`src/sv/i2cm_pkg.sv`:
```
package i2cm_pkg;

    // Item kinds on the command/tick channel.
    localparam logic [1:0] KIND_WRITE = 2'd0;
    localparam logic [1:0] KIND_READ  = 2'd1;
    localparam logic [1:0] KIND_TICK  = 2'd2;

    localparam logic [15:0] HALF_BIT_RESET = 16'd10;

    typedef enum logic [2:0] {
        PH_IDLE  = 3'd0,
        PH_START = 3'd1,
        PH_WBIT  = 3'd2,
        PH_WACK  = 3'd3,
        PH_RBIT  = 3'd4,
        PH_RNACK = 3'd5,
        PH_STOP  = 3'd6
    } t_phase;

    typedef struct packed {
        t_phase      phase;
        logic [1:0]  quarter;
        logic [15:0] div_count;
        logic [2:0]  bit_count;
        logic [1:0]  byte_index;
        logic [7:0]  shift_byte;
        logic [7:0]  saved0;
        logic [7:0]  saved1;
        logic [7:0]  saved2;
        logic        is_read;
        logic        nack_flag;
        logic [7:0]  received;
    } t_state;

    localparam t_state STATE_RESET = '{
        phase:      PH_IDLE,
        quarter:    2'd0,
        div_count:  16'd0,
        bit_count:  3'd0,
        byte_index: 2'd0,
        shift_byte: 8'd0,
        saved0:     8'd0,
        saved1:     8'd0,
        saved2:     8'd0,
        is_read:    1'b0,
        nack_flag:  1'b0,
        received:   8'd0
    };

    typedef struct packed {
        logic [1:0] kind;
        logic [7:0] dev_address;
        logic [7:0] reg_address;
        logic [7:0] write_data;
        logic       sda_in;
    } t_item;

    typedef struct packed {
        logic       scl_level;
        logic       sda_level;
        logic       busy_res;
        logic       done_res;
        logic       nack;
        logic [7:0] read_data;
    } t_result;

endpackage

```
`src/sv/i2cm_step.sv`:
```
module i2cm_step (
    input  i2cm_pkg::t_state  i_state,
    input  i2cm_pkg::t_item   i_item,
    input  logic [15:0]       i_half_bit,
    output i2cm_pkg::t_state  o_state,
    output i2cm_pkg::t_result o_result
);
    import i2cm_pkg::*;

    logic [15:0] half_len;
    logic [15:0] lo_len;
    logic [15:0] hi_len;
    logic [15:0] seg_len;
    logic [1:0]  last_quarter;
    logic [16:0] count_inc;
    logic [3:0]  bit_inc;
    logic [1:0]  byte_inc;
    logic        done;
    logic        cur_bit;
    logic        prev_bit;
    t_state      n;

    assign half_len = (i_half_bit == 16'd0) ? 16'd1 : i_half_bit;
    assign lo_len   = half_len >> 1;
    assign hi_len   = half_len - lo_len;
    assign count_inc = {1'b0, i_state.div_count} + 17'd1;
    assign bit_inc   = {1'b0, i_state.bit_count} + 4'd1;
    assign byte_inc  = i_state.byte_index + 2'd1;

    // The data bit segment is split around the SDA change point.
    always_comb begin
        if (i_state.phase == PH_WBIT && i_state.quarter == 2'd0) begin
            seg_len = (lo_len == 16'd0) ? 16'd1 : lo_len;
        end else if (i_state.phase == PH_WBIT && i_state.quarter == 2'd1) begin
            seg_len = hi_len;
        end else begin
            seg_len = half_len;
        end
        last_quarter = (i_state.phase == PH_WBIT || i_state.phase == PH_STOP) ? 2'd2 : 2'd1;
    end

    always_comb begin
        n    = i_state;
        done = 1'b0;
        if ((i_item.kind == KIND_WRITE || i_item.kind == KIND_READ) &&
            i_state.phase == PH_IDLE) begin
            n.saved0     = i_item.dev_address;
            n.saved1     = i_item.reg_address;
            n.saved2     = i_item.write_data;
            n.is_read    = i_item.kind[0];
            n.nack_flag  = 1'b0;
            if (i_item.kind[0]) begin
                n.received = 8'd0;
            end
            n.bit_count  = 3'd0;
            n.byte_index = 2'd0;
            n.shift_byte = 8'd0;
            n.phase      = PH_START;
            n.quarter    = 2'd0;
            n.div_count  = 16'd0;
        end else if (i_item.kind == KIND_TICK && i_state.phase != PH_IDLE) begin
            if (count_inc >= {1'b0, seg_len}) begin
                n.div_count = 16'd0;
                if (i_state.quarter != last_quarter) begin
                    n.quarter = i_state.quarter + 2'd1;
                end else begin
                    n.quarter = 2'd0;
                    case (i_state.phase)
                        PH_START: begin
                            n.byte_index = 2'd0;
                            n.bit_count  = 3'd0;
                            n.shift_byte = i_state.saved0;
                            n.phase      = PH_WBIT;
                        end
                        PH_WBIT: begin
                            n.bit_count = bit_inc[2:0];
                            n.phase     = bit_inc[3] ? PH_WACK : PH_WBIT;
                        end
                        PH_WACK: begin
                            if (i_item.sda_in) begin
                                n.nack_flag = 1'b1;
                                n.phase     = PH_STOP;
                            end else begin
                                n.byte_index = byte_inc;
                                if (i_state.is_read && byte_inc >= 2'd2) begin
                                    n.bit_count  = 3'd0;
                                    n.shift_byte = 8'd0;
                                    n.phase      = PH_RBIT;
                                end else if (!i_state.is_read && byte_inc == 2'd3) begin
                                    n.phase = PH_STOP;
                                end else begin
                                    n.bit_count  = 3'd0;
                                    n.shift_byte = (byte_inc == 2'd1) ? i_state.saved1
                                                                      : i_state.saved2;
                                    n.phase      = PH_WBIT;
                                end
                            end
                        end
                        PH_RBIT: begin
                            n.shift_byte = {i_state.shift_byte[6:0], i_item.sda_in};
                            n.bit_count  = bit_inc[2:0];
                            if (bit_inc[3]) begin
                                n.received = {i_state.shift_byte[6:0], i_item.sda_in};
                                n.phase    = PH_RNACK;
                            end else begin
                                n.phase = PH_RBIT;
                            end
                        end
                        PH_RNACK: begin
                            n.phase = PH_STOP;
                        end
                        PH_STOP: begin
                            n.phase      = PH_IDLE;
                            n.bit_count  = 3'd0;
                            n.byte_index = 2'd0;
                            done         = 1'b1;
                        end
                        default: begin
                            n.phase = PH_IDLE;
                        end
                    endcase
                end
            end else begin
                n.div_count = count_inc[15:0];
            end
        end
    end

    // Bit on SDA for the current and the previous data bit of the byte.
    assign cur_bit = n.shift_byte[3'd7 - n.bit_count];
    always_comb begin
        if (n.bit_count == 3'd0) begin
            prev_bit = (n.byte_index != 2'd0);
        end else begin
            prev_bit = n.shift_byte[3'd0 - n.bit_count];
        end
    end

    always_comb begin
        o_result.busy_res  = (n.phase != PH_IDLE);
        o_result.done_res  = done;
        o_result.nack      = n.nack_flag;
        o_result.read_data = n.received;
        case (n.phase)
            PH_START: begin
                o_result.scl_level = 1'b1;
                o_result.sda_level = (n.quarter == 2'd0);
            end
            PH_WBIT: begin
                o_result.scl_level = (n.quarter == 2'd2);
                o_result.sda_level = (n.quarter == 2'd0) ? prev_bit : cur_bit;
            end
            PH_WACK, PH_RBIT, PH_RNACK: begin
                o_result.scl_level = (n.quarter == 2'd1);
                o_result.sda_level = 1'b1;
            end
            PH_STOP: begin
                o_result.scl_level = (n.quarter != 2'd0);
                o_result.sda_level = (n.quarter == 2'd2);
            end
            default: begin
                o_result.scl_level = 1'b1;
                o_result.sda_level = 1'b1;
            end
        endcase
    end

    assign o_state = n;

endmodule

```
`src/sv/i2c_register_access_master.sv`:
```
// I2C register access master. Each input transaction is either a command (register
// write: device, register and data bytes; register read: device and register bytes,
// then one byte read back and answered with a master NACK) or a tick, which carries
// the sampled SDA level and advances the bit timing by one count. half_bit_ticks sets
// the half SCL period in ticks (zero acts as one); the user must write it through the
// configuration channel only while the block is idle, as the block does not enforce it.
// Every input transaction produces exactly one result transaction carrying the pin
// levels, busy, a done pulse on the tick where STOP completes, the nack flag and the
// last read byte. Commands that arrive while busy, ticks while idle and the unused kind
// code leave the state alone. One transaction is accepted per clock unless the
// result register is full and stalled. Each input is held in the input register,
// passes the single next-state stage and is offered from the result register.
// Clock stretching and repeated START are not supported.
module i2c_register_access_master (
    input  logic        i_clk,
    input  logic        i_rst_n,
    // Command and tick channel.
    input  logic        i_in_valid,
    output logic        o_in_stall,
    input  logic [1:0]  i_kind,
    input  logic [7:0]  i_dev_address,
    input  logic [7:0]  i_reg_address,
    input  logic [7:0]  i_write_data,
    input  logic        i_sda_in,
    // Result channel.
    output logic        o_out_valid,
    input  logic        i_out_stall,
    output logic        o_scl_level,
    output logic        o_sda_level,
    output logic        o_busy_res,
    output logic        o_done_res,
    output logic        o_nack,
    output logic [7:0]  o_read_data,
    // Configuration channel: half_bit_ticks.
    input  logic        i_cfg_valid,
    output logic        o_cfg_ready,
    input  logic [15:0] i_cfg_data
);
    import i2cm_pkg::*;

    logic        r_in_valid;
    t_item       r_item;
    logic        r_out_valid;
    t_result     r_result;
    t_state      r_state;
    logic [15:0] r_half_bit;

    t_state      n_state;
    t_result     n_result;
    logic        in_accept;
    logic        advance;

    // The input register moves forward whenever the result register is free or its
    // result is being taken in this cycle, so the input waits only while the result is stalled.
    assign advance    = r_in_valid && !(r_out_valid && i_out_stall);
    assign o_in_stall = r_in_valid && r_out_valid && i_out_stall;
    assign in_accept  = i_in_valid && !o_in_stall;
    assign o_cfg_ready = 1'b1;

    i2cm_step u_step (
        .i_state    (r_state),
        .i_item     (r_item),
        .i_half_bit (r_half_bit),
        .o_state    (n_state),
        .o_result   (n_result)
    );

    // Control state: handshake flags, protocol state and the divider setting.
    always_ff @(posedge i_clk) begin
        if (!i_rst_n) begin
            r_in_valid  <= 1'b0;
            r_out_valid <= 1'b0;
            r_state     <= STATE_RESET;
            r_half_bit  <= HALF_BIT_RESET;
        end else begin
            r_in_valid  <= in_accept || (r_in_valid && !advance);
            r_out_valid <= advance || (r_out_valid && i_out_stall);
            if (advance) begin
                r_state <= n_state;
            end
            if (i_cfg_valid) begin
                r_half_bit <= i_cfg_data;
            end
        end
    end

    // Payload registers carry no reset; their valid flags qualify them.
    always_ff @(posedge i_clk) begin
        if (in_accept) begin
            r_item.kind        <= i_kind;
            r_item.dev_address <= i_dev_address;
            r_item.reg_address <= i_reg_address;
            r_item.write_data  <= i_write_data;
            r_item.sda_in      <= i_sda_in;
        end
        if (advance) begin
            r_result <= n_result;
        end
    end

    assign o_out_valid = r_out_valid;
    assign o_scl_level = r_result.scl_level;
    assign o_sda_level = r_result.sda_level;
    assign o_busy_res  = r_result.busy_res;
    assign o_done_res  = r_result.done_res;
    assign o_nack      = r_result.nack;
    assign o_read_data = r_result.read_data;

endmodule
```
`config.mk`:
```
export PLATFORM = sky130hd
export DESIGN_NAME = i2c_register_access_master
export DESIGN_NICKNAME = d
export VERILOG_FILES = /design/src/sv/i2cm_pkg.sv /design/src/sv/i2cm_step.sv /design/src/sv/i2c_register_access_master.sv
export SDC_FILE = /design/constraint.sdc
export NUM_CORES = 1
export LEC_CHECK = 0
export ABC_AREA = 0
export BUFFER_PORTS_ARGS = -buffer_cell sky130_fd_sc_hd__buf_2
export CAP_MARGIN = 30
export CORE_ASPECT_RATIO = 0.9
export CORE_UTILIZATION = 55
export DETAILED_ROUTE_END_ITERATION = 7
export GPL_ROUTABILITY_DRIVEN = 0
export HOLD_SLACK_MARGIN = 0.15
export PLACE_DENSITY = 0.76
export SYNTH_ARGS = -nofsm -noshare
export SYNTH_HDL_FRONTEND = slang
export SYNTH_SLANG_ARGS = --single-unit
```
`constraint.sdc`:
```
create_clock -name i_clk -period 7.8 [get_ports i_clk]
set_clock_uncertainty 0.1 [all_clocks]
set_input_delay 1.56 -clock i_clk [delete_from_list [all_inputs] [get_ports i_clk]]
set_output_delay 1.56 -clock i_clk [all_outputs]
set_load 0.005 [all_outputs]
```
# == Word-level counts from Yosys, hierarchy flattened ==
# Cells that the tools add are included.
# totals
ff_bits,126
out_inout_bits,16
word_cells,142
# op_classes
addsub,7
order_cmp,4
n_eq_ne,20
n_mux,45
bitwise,2
reduce_logical,38
# op_table
op,count
2-to-1 mux 34 bit,2
2-to-1 mux 16 bit,4
2-to-1 mux 8 bit,6
2-to-1 mux 13 bit,3
2-to-1 mux 9 bit,4
logical NOT 16 bit,2
case mux 8 bit (3 select lines),1
"equality test 3 bit, second input constant",6
2-to-1 mux 3 bit,6
"adder 16 x 1 -> 17 bit, second input constant",1
>= comparator 17 x 16 -> 1 bit,1
subtractor 16 x 15 -> 16 bit,1
2-to-1 mux 15 bit,1
case mux 3 bit (5 select lines),1
"equality test 3 x 2 -> 1 bit, second input constant",4
logical AND 1 bit,12
2-to-1 mux 1 bit,9
case mux 3 bit (3 select lines),1
"equality test 2 x 1 -> 1 bit, second input constant",4
"less-than comparator 3 x 4 -> 1 bit, second input constant",2
case mux 2 bit (4 select lines),1
binary-select mux 1 bit (select 3 bit),2
"equality test 2 bit, second input constant",3
"equality test 3 x 1 -> 1 bit, second input constant",2
other kinds (20),37

# == Longest topological paths before layout ==
# depth
word_depth,17
mapped_depth,33
depth_no_buf,31

# == Cells and area by module ==
# A second synthesis with hierarchy kept.
# hier_totals
hier_cells,1022
area_unflattened_um2,8451.9
# by_module_without_submodules
module,instances,cells_each,area_each_um2,seq_area_each_um2
i2c_register_access_master,1,397,4584.4,2922.8
i2cm_step,1,625,3867.5,0.0

# == Worst setup path after synthesis ==
# OpenSTA, ideal clock, no wires.
# synth_path
path_kind,register to register
start,reg r_half_bit[14]
end,reg r_result (netlist bit o_sda_level) (data pin)
arrival_time_ns,6.568
t_required_ns,7.555
setup_slack_ns,0.987
path_stages_with_launch,32
synth_period_minus_slack_ns,6.813
cell_sequence,dfxtp_1 > inv_1 > ha_1 > nand4_1 > nor2_1 > nand3_1 > clkbuf_1 > nand2_1 > fa_1 > nor2b_1 > o21ai_0 > nor2b_1 > o21ai_0 > a221o_1 > a221oi_1 > a21oi_1 > a221oi_1 > xor2_1 > a31oi_1 > ha_1 > nand4_1 > nor4_1 > nor4_1 > o221a_1 > buf_6 > nor4_1 > a32oi_1 > ha_1 > mux4_1 > a22o_1 > or4_1 > o21ai_1
# synth_rtl
item,line_no,text
"start, declared",i2c_register_access_master.sv:46,logic [15:0] r_half_bit;
"start signal, assigned",i2c_register_access_master.sv:82,r_half_bit <= i_cfg_data;
"end signal, assigned",i2c_register_access_master.sv:97,r_result <= n_result;
"end, declared",i2c_register_access_master.sv:44,t_result r_result;

==> results.sh <==
export IMPL_hold_ws_ps=364
export IMPL_post_route_period_util=0.932
export IMPL_synth_edf_count=40
export IMPL_die_area_um2=14500
export IMPL_cts_sinks=126
export IMPL_fin_ws_ps=529
export IMPL_ff_latch_area_um2=2920
export IMPL_crit_required_ps=7980
export IMPL_synth_top_area_frac=0.224
export IMPL_tritoncts_num_buffers=17
export IMPL_cts_tree="done"
export IMPL_worstPathMaxFanout=9
export IMPL_clockRootBuffer="clkbuf_16"
export IMPL_drtIter0Drc=535
export IMPL_leakagePower_nw=3.56
export IMPL_synth_nets=976
export IMPL_tightest_slew_ps=891
export IMPL_setup_viol=0
export IMPL_status="completed"
export IMPL_vias_per_cell=5.81
export IMPL_cp_slowest_cell="mux4_1"
export IMPL_cp_arrival_ps=7450
export IMPL_start_util=0.570
export IMPL_place_ws_ps=575
export IMPL_critPathKind="reg2reg"
export IMPL_syn_area_um2=7700
export IMPL_grt_util_all_layers=0.251
export IMPL_cts_setup_buffers=0
export IMPL_clk_pin_slew_worst_paths_ps=60
export IMPL_layout_drive_gt1_share=0.131
export IMPL_antenna_left=0
export IMPL_grt_overflow=0
export IMPL_die_w_um=127
export IMPL_multiInputGateArea_um2=4430
export IMPL_cts_hold_buf=0
export IMPL_synthTopCellsByArea="dfxtp_1 (22%), edfxtp_1 (16%), ha_1 (8.4%), nand2_1 (7.2%), mux2i_1 (4.0%)"
export IMPL_grt_start_max_net_pins=87
export IMPL_io_buffers=62
export IMPL_antennaDiodeCount=0
export IMPL_async_flop_share=0
export IMPL_max_vdd_ir_drop_v=0.000178
export IMPL_rsz0062_at_grt="false"
export IMPL_grt_pass1_vias=5769
export IMPL_crit_path_end_kind="register"
export IMPL_finalPower_mw=1.71
export IMPL_area_growth_pct=12.9
export IMPL_utilization=0.643
export IMPL_clock_latency_ps=430
export IMPL_hold_path_class="reg2reg"
export IMPL_clockBufferDepth=2
export IMPL_drc=0
export IMPL_post_cts_resized=0
export IMPL_cpMostUsedCell="ha_1"
export IMPL_max_freq_mhz=138
export IMPL_rows=40
export IMPL_fill_cells=1147
export IMPL_yosys_cell_types_count=69
export IMPL_synth_seq_cells=126
export IMPL_io_pin_count=64
export IMPL_synth_warnings=0
export IMPL_crit_path_start_kind="register"
export IMPL_dieHeight_um=114
export IMPL_cpPeakStageDelay_ps=560
export IMPL_power_density_nw_per_um2=196
export IMPL_grt_pass1_wl_um=28700
export IMPL_nNetsFinal=1022
export IMPL_yosys_area_top_type="dfxtp_1"
export IMPL_hpwl_um=12100
export IMPL_cap_violations=0
export IMPL_slew_headroom=0.405
export IMPL_hold_viol=0
export IMPL_antenna_found_initial=0
export IMPL_wire_per_inst_um=15.6
export IMPL_synth_area_per_cell_um2=8.80
export IMPL_core_area_um2=13500
export IMPL_period_minus_slack_ps=7270
export IMPL_seq_area_frac_synth=0.380
export IMPL_first_pass_iters=7
export IMPL_slew_viol_final=0
export IMPL_vias=6401
export IMPL_ys_flop_type="dfxtp_1"
export IMPL_drt_wl_total_um=17200
export IMPL_finalSetupTns_ps=0
export IMPL_synthCells=875
export IMPL_cts_max_level=4
## layout by cell type (no fill, tap or decap), types with 19 or more instances in the layout
| cell | count |
|---|---|
| nor2_1 | 43 |
| ha_1 | 52 |
| nand2_1 | 147 |
| o21ai_0 | 39 |
| a21boi_0 | 28 |
| a22oi_1 | 24 |
| nor2b_1 | 47 |
| edfxtp_1 | 40 |
| inv_1 | 43 |
| dfxtp_1 | 86 |
| a21oi_1 | 28 |
| xnor2_1 | 19 |
| buf_2 | 62 |
| mux2i_1 | 31 |
## worst max-delay path: cells and delay by family (launching register included)
family                   cells  cell delay, ps
AND/OR/NAND/NOR             11            2100
AO/OA/AOI/OAI               11            2310
buffers and inverters        1              60
adder cells (fa/ha/maj)      4            1380
flip-flops                   1             400
multiplexers                 1             560
XOR/XNOR                     1             210
## layout make-up
type                    instances  area share
repair buffers                 74      0.0460
flip-flops and latches        126       0.336
clock buffers                  18      0.0494
well taps                     168      0.0242
clock inverters                14      0.0154
multi-input cells             658       0.510
inverters                      44      0.0190
## state kept, by name, indices dropped and copies added (netlist names)
| name | flops |
|---|---|
| o_read_data | 8 |
| r_in_valid | 1 |
| o_done_res | 1 |
| o_scl_level | 1 |
| o_out_valid | 1 |
| o_sda_level | 1 |
| r_state | 68 |
| r_half_bit | 16 |
| o_busy_res | 1 |
| o_nack | 1 |
| r_item | 27 |
## kinds of logic (layout without fill, tap and decap cells)
family / Yosys count / count (layout) / synth area share
adder cells (fa/ha/maj): 53 / 53 / 0.0871
AO/OA/AOI/OAI: 211 / 211 / 0.197
AND/OR/NAND/NOR: 331 / 331 / 0.208
XOR/XNOR: 28 / 28 / 0.0318
multiplexers: 34 / 34 / 0.0481
flip-flops: 126 / 126 / 0.380
other: 1 / 1 / 0.000487
buffers and inverters: 91 / 150 / 0.0474
## per-layer routing
metal,GRT usage,part of all wire,up-vias
met4,0.0722,0.010,0
li1,-,-,3214
met3,0.0579,0.078,15
met1,0.373,0.50,2938
met2,0.361,0.41,234
met5,0,0,-
## metrics by stage
stage | std cells | instance area (µm²)
detailed placement | 1070 | 8120
global placement | 1070 | 8120
finish | 1102 | 8690
global route | 1102 | 8690
CTS | 1102 | 8680
floorplan | 875 | 7700
## power breakdown
group | switching (mW) | internal [mW] | leakage [nW]
registers | 0.0180 | 0.705 | 1.08
clock network | 0.310 | 0.443 | 0.266
logic | 0.134 | 0.0957 | 2.21
total | 0.462 | 1.24 | 3.56
## cells in the mapped netlist, types with 3 or more instances
library cell,instances
a211oi_1,6
a21boi_0,28
a21o_1,3
a21oi_1,28
a221oi_1,4
a22oi_1,24
a31oi_1,7
a32oi_1,13
and2_1,16
and3_1,5
buf_1,3
buf_2,4
clkbuf_1,37
dfxtp_1,86
edfxtp_1,40
ha_1,52
inv_1,43
mux2i_1,31
nand2_1,147
nand2b_1,17
nand3_1,14
nand4_1,8
nor2_1,43
nor2b_1,48
nor3_1,13
nor3b_1,4
nor4_1,6
o211a_1,15
o211ai_1,5
o21ai_0,39
o22ai_1,8
o31ai_1,4
xnor2_1,19
xor2_1,9
## path summary, 6_finish.rpt
path / startpoint / end / slack, ps / cells after the start
max: r_half_bit[14] / o_sda_level / 530 / 29
min: r_state[23] / r_state[23] / 360 / 2
max reg2reg: r_half_bit[14] / o_sda_level / 530 / 29
min reg2reg: r_state[23] / r_state[23] / 360 / 2
Power figures use the tool's default switching activity.
